[src/server_select_scheduler_unit_assert.svh]
// Assertion macros shared by the scheduler RTL.
`ifndef SERVER_SELECT_SCHEDULER_UNIT_ASSERT_SVH
`define SERVER_SELECT_SCHEDULER_UNIT_ASSERT_SVH

// Same-cycle implication, ignored while reset is high.
`define SSS_ASSERT_NOW(lbl, ante, cons, msg) \
  lbl: assert property (@(posedge clk) disable iff (rst) (ante) |-> (cons)) else $error(msg);

// Implication checked through reset.
`define SSS_ASSERT_ALWAYS(lbl, ante, cons, msg) \
  lbl: assert property (@(posedge clk) (ante) |-> (cons)) else $error(msg);

`endif

[src/sss_pkg.sv]
// ----------------------------------------------------------------------------
// sss_pkg
// Shared types and constants of the server select scheduler.
// ----------------------------------------------------------------------------
package sss_pkg;

  localparam int MAX_SERVERS_DEF = 16;
  localparam int CNT_W   = 32;
  localparam int VAL_W   = 16;
  localparam int SLOT_W  = 4;
  localparam int COUNT_W = 5;
  localparam int CFG_W   = 5;

  localparam logic [1:0] CMD_SELECT  = 2'd0;
  localparam logic [1:0] CMD_WEIGHT  = 2'd1;
  localparam logic [1:0] CMD_SESSION = 2'd2;

  localparam logic [1:0] MODE_RR    = 2'd0;
  localparam logic [1:0] MODE_WRR   = 2'd1;
  localparam logic [1:0] MODE_LEAST = 2'd2;
  localparam logic [1:0] MODE_HASH  = 2'd3;

  localparam logic REG_MODE  = 1'b0;
  localparam logic REG_COUNT = 1'b1;

  typedef enum logic [1:0] {
    K_SELECT,
    K_WEIGHT,
    K_SESSION
  } kind_t;

  typedef struct packed {
    kind_t              kind;
    logic [SLOT_W-1:0]  slot;
    logic [VAL_W-1:0]   value;
    logic [CNT_W-1:0]   addr;
  } req_t;

  typedef enum logic [2:0] {
    B_IDLE,
    B_SUM,
    B_DIV,
    B_WALK,
    B_MIN,
    B_OUT
  } bstate_t;

endpackage

[src/sss_ram.sv]
// ----------------------------------------------------------------------------
// sss_ram
// Generic single-write, single-read RAM with registered read data.
// ----------------------------------------------------------------------------
module sss_ram #(
  parameter int WIDTH = 16,
  parameter int DEPTH = 16,
  localparam int AW = (DEPTH > 1) ? $clog2(DEPTH) : 1
) (
  input  logic             clk,
  input  logic             we,
  input  logic [AW-1:0]    waddr,
  input  logic [WIDTH-1:0] wdata,
  input  logic [AW-1:0]    raddr,
  output logic [WIDTH-1:0] rdata
);

  logic [WIDTH-1:0] mem [DEPTH];

  always_ff @(posedge clk) begin
    if (we) begin
      mem[waddr] <= wdata;
    end
    rdata <= mem[raddr];
  end

endmodule

[src/sss_div.sv]
// ----------------------------------------------------------------------------
// sss_div
// Restoring remainder unit: one dividend bit per cycle, MSB first.
// ----------------------------------------------------------------------------
module sss_div #(
  parameter int DW = 21
) (
  input  logic                    clk,
  input  logic                    rst,
  input  logic                    start,
  input  logic [sss_pkg::CNT_W-1:0] dividend,
  input  logic [DW-1:0]           divisor,
  output logic                    done,
  output logic [DW-1:0]           rem
);

  localparam int STEP_W = $clog2(sss_pkg::CNT_W);

  logic                      busy;
  logic [STEP_W-1:0]         step;
  logic [sss_pkg::CNT_W-1:0] dvd;
  logic [DW-1:0]             dsr;
  logic [DW:0]               trial;
  logic [DW-1:0]             rem_next;

  always_comb begin
    trial = {rem, dvd[sss_pkg::CNT_W-1]};
    if (trial >= {1'b0, dsr}) begin
      rem_next = DW'(trial - {1'b0, dsr});
    end else begin
      rem_next = trial[DW-1:0];
    end
  end

  always_ff @(posedge clk) begin
    if (rst) begin
      busy <= 1'b0;
      done <= 1'b0;
    end else begin
      done <= 1'b0;
      if (start) begin
        busy <= 1'b1;
        step <= '0;
        dvd  <= dividend;
        dsr  <= divisor;
        rem  <= '0;
      end else if (busy) begin
        dvd  <= dvd << 1;
        rem  <= rem_next;
        step <= step + 1'b1;
        if (step == STEP_W'(sss_pkg::CNT_W - 1)) begin
          busy <= 1'b0;
          done <= 1'b1;
        end
      end
    end
  end

endmodule

[src/sss_front.sv]
// ----------------------------------------------------------------------------
// sss_front
// Accepts requests, drops those with no effect, queues the rest (2 deep).
// ----------------------------------------------------------------------------
module sss_front #(
  parameter int MAX_SERVERS = sss_pkg::MAX_SERVERS_DEF
) (
  input  logic                        clk,
  input  logic                        rst,
  input  logic                        in_valid,
  output logic                        in_stall,
  input  logic [1:0]                  cmd,
  input  logic [sss_pkg::SLOT_W-1:0]  server_slot,
  input  logic [sss_pkg::VAL_W-1:0]   value,
  input  logic [sss_pkg::CNT_W-1:0]   client_addr,
  output logic                        q_valid,
  output sss_pkg::req_t               q_req,
  input  logic                        q_pop
);

  sss_pkg::req_t q_mem [2];
  logic          wp;
  logic          rp;
  logic [1:0]    cnt;
  logic          keep;
  logic          push;
  logic          pop;
  sss_pkg::req_t req;

  always_comb begin
    req.slot  = server_slot;
    req.value = value;
    req.addr  = client_addr;
    req.kind  = sss_pkg::K_SELECT;
    keep      = 1'b0;
    case (cmd)
      sss_pkg::CMD_SELECT: begin
        keep = 1'b1;
      end
      sss_pkg::CMD_WEIGHT: begin
        req.kind = sss_pkg::K_WEIGHT;
        keep     = 32'(server_slot) < MAX_SERVERS;
      end
      sss_pkg::CMD_SESSION: begin
        req.kind = sss_pkg::K_SESSION;
        keep     = 32'(server_slot) < MAX_SERVERS;
      end
      default: begin
        keep = 1'b0;
      end
    endcase
  end

  assign in_stall = (cnt == 2'd2);
  assign push     = in_valid && !in_stall && keep;
  assign q_valid  = (cnt != 2'd0);
  assign q_req    = q_mem[rp];
  assign pop      = q_pop && q_valid;

  always_ff @(posedge clk) begin
    if (rst) begin
      wp  <= 1'b0;
      rp  <= 1'b0;
      cnt <= 2'd0;
    end else begin
      if (push) begin
        q_mem[wp] <= req;
        wp        <= ~wp;
      end
      if (pop) begin
        rp <= ~rp;
      end
      cnt <= cnt + {1'b0, push} - {1'b0, pop};
    end
  end

endmodule

[src/sss_back.sv]
// ----------------------------------------------------------------------------
// sss_back
// Executes queued requests: table writes and the server select sequencer.
// ----------------------------------------------------------------------------
module sss_back #(
  parameter int MAX_SERVERS = sss_pkg::MAX_SERVERS_DEF
) (
  input  logic                        clk,
  input  logic                        rst,
  input  logic [1:0]                  mode,
  input  logic [sss_pkg::COUNT_W-1:0] server_count,
  input  logic                        q_valid,
  input  sss_pkg::req_t               q_req,
  output logic                        q_pop,
  output logic                        out_valid,
  input  logic                        out_stall,
  output logic                        found,
  output logic [sss_pkg::SLOT_W-1:0]  chosen_server
);

  localparam int AW = (MAX_SERVERS > 1) ? $clog2(MAX_SERVERS) : 1;
  localparam int TW = sss_pkg::VAL_W + $clog2(MAX_SERVERS + 1);
  localparam int CW = sss_pkg::COUNT_W;

  sss_pkg::bstate_t state;
  sss_pkg::bstate_t state_next;

  logic [sss_pkg::CNT_W-1:0]  rot_cnt;
  logic [CW-1:0]              n;
  logic [CW-1:0]              idx;
  logic                       pend;
  logic [AW-1:0]              pend_addr;
  logic [sss_pkg::SLOT_W-1:0] pend_slot;
  logic [TW-1:0]              total;
  logic [TW-1:0]              pos;
  logic [sss_pkg::VAL_W:0]    best;
  logic                       res_found;
  logic [sss_pkg::SLOT_W-1:0] res_slot;

  logic [MAX_SERVERS-1:0]     w_vld;
  logic [MAX_SERVERS-1:0]     s_vld;
  logic [sss_pkg::VAL_W-1:0]  w_q;
  logic [sss_pkg::VAL_W-1:0]  s_q;
  logic [sss_pkg::VAL_W-1:0]  rd_w;
  logic [sss_pkg::VAL_W-1:0]  rd_s;

  logic                       w_we;
  logic                       s_we;
  logic                       issue;
  logic                       walk_end;
  logic                       out_free;
  logic                       div_start;
  logic                       div_done;
  logic [sss_pkg::CNT_W-1:0]  div_dvd;
  logic [TW-1:0]              div_dsr;
  logic [TW-1:0]              div_rem;
  logic                       is_sel;

  // Counts above the table depth clamp to the depth.
  assign n = (32'(server_count) > MAX_SERVERS) ? CW'(MAX_SERVERS) : server_count;

  assign rd_w = w_vld[pend_addr] ? w_q : '0;
  assign rd_s = s_vld[pend_addr] ? s_q : '0;

  sss_ram #(.WIDTH(sss_pkg::VAL_W), .DEPTH(MAX_SERVERS)) u_weight (
    .clk   (clk),
    .we    (w_we),
    .waddr (AW'(q_req.slot)),
    .wdata (q_req.value),
    .raddr (AW'(idx)),
    .rdata (w_q)
  );

  sss_ram #(.WIDTH(sss_pkg::VAL_W), .DEPTH(MAX_SERVERS)) u_session (
    .clk   (clk),
    .we    (s_we),
    .waddr (AW'(q_req.slot)),
    .wdata (q_req.value),
    .raddr (AW'(idx)),
    .rdata (s_q)
  );

  assign div_dvd = (mode == sss_pkg::MODE_HASH) ? q_req.addr : rot_cnt;
  assign div_dsr = (mode == sss_pkg::MODE_WRR) ? total : TW'(n);

  sss_div #(.DW(TW)) u_div (
    .clk      (clk),
    .rst      (rst),
    .start    (div_start),
    .dividend (div_dvd),
    .divisor  (div_dsr),
    .done     (div_done),
    .rem      (div_rem)
  );

  assign walk_end = !pend && (idx >= n);
  assign out_free = !out_valid || !out_stall;
  assign is_sel   = q_valid && (q_req.kind == sss_pkg::K_SELECT);

  // next state
  always_comb begin
    state_next = state;
    case (state)
      sss_pkg::B_IDLE: begin
        if (is_sel) begin
          if (n == '0) begin
            state_next = sss_pkg::B_OUT;
          end else begin
            case (mode)
              sss_pkg::MODE_WRR:   state_next = sss_pkg::B_SUM;
              sss_pkg::MODE_LEAST: state_next = sss_pkg::B_MIN;
              default:             state_next = sss_pkg::B_DIV;
            endcase
          end
        end
      end
      sss_pkg::B_SUM: begin
        if (walk_end) begin
          state_next = (total == '0) ? sss_pkg::B_OUT : sss_pkg::B_DIV;
        end
      end
      sss_pkg::B_DIV: begin
        if (div_done) begin
          state_next = (mode == sss_pkg::MODE_WRR) ? sss_pkg::B_WALK : sss_pkg::B_OUT;
        end
      end
      sss_pkg::B_WALK: begin
        if ((pend && (pos < TW'(rd_w))) || walk_end) begin
          state_next = sss_pkg::B_OUT;
        end
      end
      sss_pkg::B_MIN: begin
        if (walk_end) begin
          state_next = sss_pkg::B_OUT;
        end
      end
      sss_pkg::B_OUT: begin
        if (out_free) begin
          state_next = sss_pkg::B_IDLE;
        end
      end
      default: begin
        state_next = sss_pkg::B_IDLE;
      end
    endcase
  end

  // control outputs
  always_comb begin
    q_pop     = 1'b0;
    w_we      = 1'b0;
    s_we      = 1'b0;
    issue     = 1'b0;
    div_start = 1'b0;
    case (state)
      sss_pkg::B_IDLE: begin
        q_pop     = q_valid;
        w_we      = q_valid && (q_req.kind == sss_pkg::K_WEIGHT);
        s_we      = q_valid && (q_req.kind == sss_pkg::K_SESSION);
        div_start = is_sel && (n != '0) &&
                    ((mode == sss_pkg::MODE_RR) || (mode == sss_pkg::MODE_HASH));
      end
      sss_pkg::B_SUM: begin
        issue     = idx < n;
        div_start = walk_end && (total != '0);
      end
      sss_pkg::B_WALK, sss_pkg::B_MIN: begin
        issue = idx < n;
      end
      default: begin
        issue = 1'b0;
      end
    endcase
  end

  always_ff @(posedge clk) begin
    if (rst) begin
      state   <= sss_pkg::B_IDLE;
      rot_cnt <= '0;
      w_vld   <= '0;
      s_vld   <= '0;
      pend    <= 1'b0;
    end else begin
      state     <= state_next;
      pend      <= issue;
      pend_addr <= AW'(idx);
      pend_slot <= idx[sss_pkg::SLOT_W-1:0];
      if (issue) begin
        idx <= idx + 1'b1;
      end
      if (w_we) begin
        w_vld[AW'(q_req.slot)] <= 1'b1;
      end
      if (s_we) begin
        s_vld[AW'(q_req.slot)] <= 1'b1;
      end
      case (state)
        sss_pkg::B_IDLE: begin
          idx       <= '0;
          total     <= '0;
          best      <= '1;
          res_slot  <= '0;
          res_found <= (mode == sss_pkg::MODE_LEAST) && (n != '0);
        end
        sss_pkg::B_SUM: begin
          if (pend) begin
            total <= total + TW'(rd_w);
          end
        end
        sss_pkg::B_DIV: begin
          idx <= '0;
          if (div_done) begin
            if ((mode == sss_pkg::MODE_RR) || (mode == sss_pkg::MODE_WRR)) begin
              rot_cnt <= rot_cnt + 1'b1;
            end
            if (mode == sss_pkg::MODE_WRR) begin
              pos <= div_rem;
            end else begin
              res_found <= 1'b1;
              res_slot  <= div_rem[sss_pkg::SLOT_W-1:0];
            end
          end
        end
        sss_pkg::B_WALK: begin
          if (pend) begin
            if (pos < TW'(rd_w)) begin
              res_found <= 1'b1;
              res_slot  <= pend_slot;
            end else begin
              pos <= pos - TW'(rd_w);
            end
          end
        end
        sss_pkg::B_MIN: begin
          // strict less-than keeps the lowest slot on ties
          if (pend && ({1'b0, rd_s} < best)) begin
            best     <= {1'b0, rd_s};
            res_slot <= pend_slot;
          end
        end
        default: begin
        end
      endcase
    end
  end

  always_ff @(posedge clk) begin
    if (rst) begin
      out_valid <= 1'b0;
    end else if ((state == sss_pkg::B_OUT) && out_free) begin
      out_valid     <= 1'b1;
      found         <= res_found;
      chosen_server <= res_slot;
    end else if (out_valid && !out_stall) begin
      out_valid <= 1'b0;
    end
  end

endmodule

[src/server_select_scheduler_unit.sv]
// A select request returns one result; weight and session writes return none
// and are written to their table as the back end pops them. Round robin and
// source hash selects run the remainder unit once. Weighted round robin (N active
// servers) makes one pass over the weight RAM to sum, the remainder step, then a
// second pass to walk the weights, one entry a cycle. Least sessions makes one
// pass over the session RAM.
// A two-entry request queue lets the front keep accepting while a select runs.
// ----------------------------------------------------------------------------
// server_select_scheduler_unit
// Picks an active server per select request under a configurable policy.
// ----------------------------------------------------------------------------
`include "server_select_scheduler_unit_assert.svh"

module server_select_scheduler_unit #(
  parameter int MAX_SERVERS = sss_pkg::MAX_SERVERS_DEF
) (
  input  logic                        clk,
  input  logic                        rst,
  input  logic                        cfg_we,
  input  logic                        cfg_index,
  input  logic [sss_pkg::CFG_W-1:0]   cfg_data,
  input  logic                        in_valid,
  output logic                        in_stall,
  input  logic [1:0]                  cmd,
  input  logic [sss_pkg::SLOT_W-1:0]  server_slot,
  input  logic [sss_pkg::VAL_W-1:0]   value,
  input  logic [sss_pkg::CNT_W-1:0]   client_addr,
  output logic                        out_valid,
  input  logic                        out_stall,
  output logic                        found,
  output logic [sss_pkg::SLOT_W-1:0]  chosen_server
);

  logic [1:0]                  mode;
  logic [sss_pkg::COUNT_W-1:0] server_count;
  logic                        q_valid;
  logic                        q_pop;
  sss_pkg::req_t               q_req;

  always_ff @(posedge clk) begin
    if (rst) begin
      mode         <= sss_pkg::MODE_RR;
      server_count <= '0;
    end else if (cfg_we) begin
      if (cfg_index == sss_pkg::REG_MODE) begin
        mode <= cfg_data[1:0];
      end else begin
        server_count <= cfg_data;
      end
    end
  end

  sss_front #(.MAX_SERVERS(MAX_SERVERS)) u_front (
    .clk         (clk),
    .rst         (rst),
    .in_valid    (in_valid),
    .in_stall    (in_stall),
    .cmd         (cmd),
    .server_slot (server_slot),
    .value       (value),
    .client_addr (client_addr),
    .q_valid     (q_valid),
    .q_req       (q_req),
    .q_pop       (q_pop)
  );

  sss_back #(.MAX_SERVERS(MAX_SERVERS)) u_back (
    .clk           (clk),
    .rst           (rst),
    .mode          (mode),
    .server_count  (server_count),
    .q_valid       (q_valid),
    .q_req         (q_req),
    .q_pop         (q_pop),
    .out_valid     (out_valid),
    .out_stall     (out_stall),
    .found         (found),
    .chosen_server (chosen_server)
  );

  `SSS_ASSERT_NOW(a_miss_zero, out_valid && !found, chosen_server == '0, "miss with nonzero slot")
  `SSS_ASSERT_NOW(a_hit_active, out_valid && found, {1'b0, chosen_server} < server_count, "slot not active")
  `SSS_ASSERT_ALWAYS(a_rst_out, $past(rst), !out_valid, "result valid after reset")

endmodule
[config.mk]
export PLATFORM = sky130hd
export DESIGN_NAME = server_select_scheduler_unit
export DESIGN_NICKNAME = d
export VERILOG_FILES = /design/src/sss_pkg.sv /design/src/sss_ram.sv /design/src/sss_div.sv /design/src/sss_front.sv /design/src/sss_back.sv /design/src/server_select_scheduler_unit.sv
export VERILOG_INCLUDE_DIRS = /design/src /design/src/src
export SDC_FILE = /design/constraint.sdc
export NUM_CORES = 1
export LEC_CHECK = 0
export BUFFER_PORTS_ARGS = -buffer_cell sky130_fd_sc_hd__buf_2
export CAP_MARGIN = 20
export CORE_AREA = 2 2 253 255
export DETAILED_ROUTE_END_ITERATION = 8
export DIE_AREA = 0 0 255 257
export PLACE_DENSITY = 0.78
export SLEW_MARGIN = 20
export SYNTH_ARGS = -nofsm -noshare
export SYNTH_HDL_FRONTEND = slang
export SYNTH_SLANG_ARGS = --single-unit
[constraint.sdc]
create_clock -name clk -period 14.5 [get_ports clk]
set_input_delay 0 -clock clk [delete_from_list [all_inputs] [get_ports clk]]
set_output_delay 0 -clock clk [all_outputs]
set_load 0.1 [all_outputs]
### Word level (Yosys, flattened, before mapping)

Memory sizes are Yosys's and may differ from the RTL's. A register that Yosys moved wholly into a read port is not among the register bits.
Cells that the tools add are included.

| storage, ports and cells | value |
|---|---|
| input port bits | 65 |
| bits in read-only memories | 0 |
| memories kept | 3 |
| memory bits (writable) | 620 |
| latch bits | 0 |
| register bits | 239 |

Memories:

| memory | depth | bits a word | rd ports | clocked after Yosys merged registers in | wr ports | RTL line | text |
|---|---|---|---|---|---|---|---|
| u_back.u_session.mem | 16 | 16 | 1 | 1 | 1 | sss_ram.sv:18 | `logic [WIDTH-1:0] mem [DEPTH];` |
| u_back.u_weight.mem | 16 | 16 | 1 | 1 | 1 | sss_ram.sv:18 |  |
| u_front.q_mem | 2 | 54 | 1 | 1 | 1 | sss_front.sv:21 | `sss_pkg::req_t q_mem [2];` |

| operators by class | value |
|---|---|
| add/sub/neg operators | 8 |
| eq/ne operators | 27 |
| shift operators | 0 |
| order comparisons | 9 |
| bitwise gates (word level) | 7 |
| multiplexer cells | 70 |
| div/mod/pow operators | 0 |
| $mul | 0 |
| reductions and logical operators | 58 |

Operator list:

| kind | count |
|---|---|
| 21-bit two-way mux | 7 |
| 32-bit two-way mux | 3 |
| 21-bit case mux with 2 select lines | 2 |
| 17-bit case mux with 2 select lines | 1 |
| 32-bit by 1-bit adder with 32-bit output (second input constant) | 1 |
| 16-bit two-way mux | 2 |
| 16-bit OR | 2 |
| 1-bit two-way mux | 27 |
| 3-bit two-way mux | 9 |
| 22-bit by 21-bit >= comparator with 1-bit output | 1 |
| 21-bit by 16-bit adder with 21-bit output | 1 |
| 21-bit zero test | 1 |
| 21-bit by 16-bit < comparator with 1-bit output | 1 |
| 21-bit nonzero test | 1 |
| 21-bit by 16-bit subtractor with 21-bit output | 1 |
| 21-bit subtractor | 1 |
| 4-bit two-way mux | 5 |
| 5-bit two-way mux | 4 |
| 2-bit by 1-bit != test with 1-bit output (second input constant) | 10 |
| 3-bit case mux with 6 select lines | 1 |
| 6-bit AND reduction | 3 |
| 16-bit by 17-bit < comparator with 1-bit output | 1 |
| 17-bit two-way mux | 1 |
| 1-bit logical AND | 16 |
| 37 further kinds | 77 |

### Logic depth before layout (Yosys ltp)

| logic depth | value |
|---|---|
| depth after elaboration | 8 |
| gate-level depth with buffers | 15 |
| mapped depth without buffers | 14 |

### Modules after synthesis

From an unflattened synthesis, not the netlist that was laid out.

| second synthesis, totals | value |
|---|---|
| cell total of the unflattened synthesis | 2462 |
| area, all modules | 38214.2 um2 |

By module, submodules not included:

| module | seq. area each (um2) | area each (um2) | instances | cells an instance |
|---|---|---|---|---|
| sss_ram | 8007.7 | 10042.1 | 2 | 432 |
| sss_back | 3723.6 | 9191.3 | 1 | 1012 |
| sss_div | 2412.3 | 4446.8 | 1 | 362 |
| sss_front | 3343.2 | 4196.5 | 1 | 196 |
| server_select_scheduler_unit | 140.1 | 295.3 | 1 | 28 |

### Worst setup path before layout

No wires, ideal clock.

| timing path | value |
|---|---|
| kind | flip-flop to flip-flop |
| from | register u_back.pend_addr[0] |
| to | register u_back.pos[0] (enable) |
| slack | 8.869 ns |
| stages on the path, launching flop included | 14 |
| period minus slack after synthesis | 5.631 ns |
| data arrival time | 5.179 ns |
| cell sequence | edfxtp_1 -> buf_2 -> mux4_2 -> mux4_2 -> clkbuf_1 -> nand2_1 -> ha_1 -> and3_1 -> and4_1 -> a211o_2 -> a41o_2 -> or3_1 -> a21oi_1 -> nor4_1 |

| on the way | value |
|---|---|
| longest elaborated chain between the ends | 6 |

RTL lines:

| element | RTL line | text |
|---|---|---|
| from (decl) | sss_back.sv:32 | `logic [AW-1:0] pend_addr;` |
| from (signal assigned) | sss_back.sv:186 | `pend_addr <= AW'(idx);` |
| 1-bit binary-select mux with 4-bit select | sss_back.sv:62 | `assign rd_w = w_vld[pend_addr] ? w_q : '0;` |
| 1-bit two-way mux (not written as such) | sss_back.sv:62 |  |
| 16-bit two-way mux | sss_back.sv:62 |  |
| 21-bit by 16-bit < comparator with 1-bit output | sss_back.sv:226 | `if (pos < TW'(rd_w)) begin` |
| 2-bit != test (no source line) | - |  |
| 6-bit AND reduction (no source line) | - |  |
| to (signal assigned) | sss_back.sv:217 | `pos <= div_rem;` |
| to (signal assigned) | sss_back.sv:230 | `pos <= pos - TW'(rd_w);` |
| to (decl) | sss_back.sv:35 | `logic [TW-1:0] pos;` |

No other way between the ends. The select of a mux whose other input is x is not followed.
A chain may end at the register's enable or synchronous reset.

### Worst setup path after layout

| timing path | value |
|---|---|
| from | register u_back.pend_addr[0] |
| to | register u_back.best[9] (netlist name) (enable) |

| on the way | value |
|---|---|
| longest elaborated chain between the ends | 7 |

RTL lines:

| element | RTL line | text |
|---|---|---|
| 1-bit binary-select mux with 4-bit select | sss_back.sv:63 | `assign rd_s = s_vld[pend_addr] ? s_q : '0;` |
| 1-bit two-way mux (not written as such) | sss_back.sv:63 |  |
| 16-bit two-way mux | sss_back.sv:63 |  |
| 16-bit by 17-bit < comparator with 1-bit output | sss_back.sv:236 | `if (pend && ({1'b0, rd_s} < best)) begin` |
| 1-bit logical AND | sss_back.sv:236 |  |
| 2-bit by 1-bit != test with 1-bit output (no source line) | - |  |
| 3-bit AND reduction (no source line) | - |  |
| to (signal assigned) | sss_back.sv:237 | `best <= {1'b0, rd_s};` |
| to (decl) | sss_back.sv:36 | `logic [sss_pkg::VAL_W:0] best;` |

No other way between the ends. The select of a mux whose other input is x is not followed.

==> flow_metrics.env <==
export IMPL_synth_commonest_cells="edfxtp_1 (777), nor2_1 (211), nand2_1 (173)"
export IMPL_fin_nets=2730
export IMPL_drtIter0Drc=2140
export IMPL_skew_ps=56.7
export IMPL_routed_wl_um=86900
export IMPL_num_fill_cells=3970
export IMPL_drive_above_1_share_pct=18.7
export IMPL_cp_start_kind="flop"
export IMPL_clk_pin_slew_ps=60
export IMPL_grt_max_degree=110
export IMPL_synth_xor_area_share_pct=1.87
export IMPL_drv_slew=0
export IMPL_cp_cell_sequence="mux4_2 > mux4_2 > nand2_1 > ha_1 > nor2b_4 > o211ai_1 > a32oi_1 > a211o_2 > a41o_2 > or3_1 > a21oi_2 > o21a_1"
export IMPL_status="finished clean"
export IMPL_dieArea_mm2=0.0655
export IMPL_vias=21500
export IMPL_fmax_ghz=0.183
export IMPL_post_drt_wl_per_cell_um=24.9
export IMPL_p_leak_nw=14.8
export IMPL_cts_buffers=88
export IMPL_gp_congestion=0.909
export IMPL_synth_async_sr_flop_share_pct=0
export IMPL_critical_path_top_delay_family="compound AO/OA/AOI/OAI gates"
export IMPL_slew_headroom_pct=24.2
export IMPL_synth_top_family_by_area="multiplexers"
export IMPL_gr_total_overflow=0
export IMPL_synth_adder_area_share_pct=3.00
export IMPL_syn_nets=2538
export IMPL_cp_max_fo=17
export IMPL_grt_usage_pct=27.2
export IMPL_slowest_stage="edfxtp_1"
export IMPL_hold_violations=0
export IMPL_antenna_found_initial=3
export IMPL_cts_tree="yes"
export IMPL_initial_core_util_pct=59.7
export IMPL_yosys_warnings=0
export IMPL_worst_ep_arrival_time_ps=5700
export IMPL_hpwl_um=50900
export IMPL_tns_ps=0
export IMPL_synth_seq_cells=892
export IMPL_finalSetupViolCount=0
export IMPL_synthFlopType="edfxtp_1"
export IMPL_yosysMostFrequentCell="edfxtp_1"
export IMPL_setup_worst_path_class="flop to flop"
export IMPL_post_cts_setup_buffers=0
export IMPL_drc=0
export IMPL_required_ps=14740
export IMPL_dr_pass1_iters=8
export IMPL_cts_root_buf="clkbuf_16"
export IMPL_grt_pass1_vias=22200
export IMPL_vias_per_cell=6.16
export IMPL_synth_avg_cell_area_um2=15.7
export IMPL_fp_dieW_um=255
export IMPL_syn_area_mm2=0.0374
export IMPL_power_density_mw_per_mm2=172
export IMPL_synth_edff_count=777
export IMPL_yosys_area_share_simple_pct=7.67
export IMPL_port_buffers=71
export IMPL_fp_coreArea_mm2=0.0627
export IMPL_rsz0062_at_grt="false"
export IMPL_endpoint_kind="flop"
export IMPL_max_cap_viol_count=0
export IMPL_worstMarginPinSlew_ps=1140
export IMPL_whs_ps=65.5
export IMPL_clock_path_buffers=3
export IMPL_ir_drop_mv=0.184
export IMPL_worst_skew_pair_late_latency_ps=670
export IMPL_die_y_um=257
export IMPL_ios=72
export IMPL_area_growth_syn_to_layout_pct=14.0
export IMPL_min_period_ps=5460
export IMPL_cts_max_level=3
export IMPL_critPathMaxStageDelay_ps=710
export IMPL_synth_area_leaders="edfxtp_1 (62%), mux4_2 (10%), dfxtp_1 (6.2%), ha_1 (2.8%), nor2_1 (2.1%)"
export IMPL_synth_cells=2385
export IMPL_ys_seq_area_share_pct=68.5
export IMPL_synth_compound_area_share_pct=4.73
export IMPL_rows=92
export IMPL_grt_pass1_wl_um=132000
export IMPL_synth_top_area_share_pct=62.3
export IMPL_cp_buffers_inverters=0
export IMPL_crit_path_frequent_cell="mux4_2"
export IMPL_yosysTopAreaCell="edfxtp_1"
export IMPL_cts_sinks=892
export IMPL_hp_class="input pin to flop"
export IMPL_muxShareOfSynthArea_pct=12.3
export IMPL_ant_nets=0
export IMPL_fin_crit_sh_pct=37.6
export IMPL_yosysUniqueCellTypes=76
[what timing repair did]
item / 4_1_cts / 5_1_grt
hold buffers: 76 / 0
endpoints found under the hold margin: 157 / 0
resized for setup: 0 / 0
[sequential cells by signal, indices dropped and copies added (netlist names), 17 cells and up, named ones only]
register              cells
u_back.best              17
u_back.u_div.rem         21
u_back.pos               21
u_back.rot_cnt           32
u_back.total             21
u_front.q_mem           108
u_back.u_session.mem    256
u_back.u_div.dsr         21
u_back.u_div.dvd         32
u_back.u_weight.mem     256
[layer usage]
metal	vias to the layer above	global-route usage [%]	wire length [µm]
met2	963	46.2	44400
met3	215	4.19	6030
li1	9494	-	-
met5	-	0	0
met4	0	9.93	2970
met1	10900	35.7	33500
[stage by stage]
| stage | total power [W] | utilization [%] | setup WS, ps | cell area [µm²] | cells |
|---|---|---|---|---|---|
| after detailed placement | 0.00503 | 62.1 | 9050 | 38900 | 3257 |
| after CTS | 0.00734 | 68.0 | 9000 | 42600 | 3496 |
| after global placement | 0.00497 | 62.0 | 9120 | 38900 | 3256 |
| final | 0.00732 | 68.0 | 9040 | 42700 | 3497 |
| after global routing | 0.00759 | 68.0 | 8720 | 42700 | 3497 |
| after floorplan | 0.00454 | - | 8870 | 37400 | 2385 |
[kinds of logic after synthesis]
logic type | count (synthesis)
DFF | 892
and+or+nand+nor | 614
AOI/OAI and AO/OA | 289
muxes | 245
buffers and inverters | 177
adders and majority gates | 88
xor gates and xnor gates | 80
[path summary, 6_finish.rpt]
kind | startpoint | end | slack (ps) | depth (start not counted)
setup / recovery | u_back.pend_addr[0] | u_back.best[9] | 9040 | 12
hold / removal | value[1] | u_front.q_mem[1][33] | 70 | 2
setup reg to reg | u_back.pend_addr[0] | u_back.best[9] | 9040 | 12
hold reg to reg | u_back.res_slot[3] | u_back.chosen_server[3] | 430 | 0
[report_power, final]
part	internal [W]	switching [W]	leakage, nW
clock	0.00132	0.000979	1.44
combinational	0.000731	0.000981	5.37
sequential	0.00317	0.000136	7.97
total	0.00522	0.00210	14.8
[cell usage in the layout, fill, tap and decap left out, drive strengths merged, types with 35 or more instances in the layout]
cell	synthesis	layout
inv	82	85
clkbuf	66	118
xnor2	39	39
o21ai	128	128
nand3	35	35
nor2	212	212
edfxtp	777	777
dfxtp	115	115
nand2	173	173
ha	85	85
xor2	41	41
mux4	170	170
buf	29	121
and2	47	47
a21oi	57	57
mux2i	58	58
dlygate4sd3	0	76
[final cells by class]
cell class,count,area [µm²],area share (%)
Sequential cell,892,25600,60.1
Multi-Input combinational cell,1316,11200,26.3
Tap cell,846,1060,2.48
Timing Repair Buffer,197,1500,3.52
Clock inverter,45,543,1.27
Clock buffer,118,2410,5.64
Inverter,82,308,0.721
Antenna cell,1,2.50,0.00587
Power figures use the tool's default switching activity.
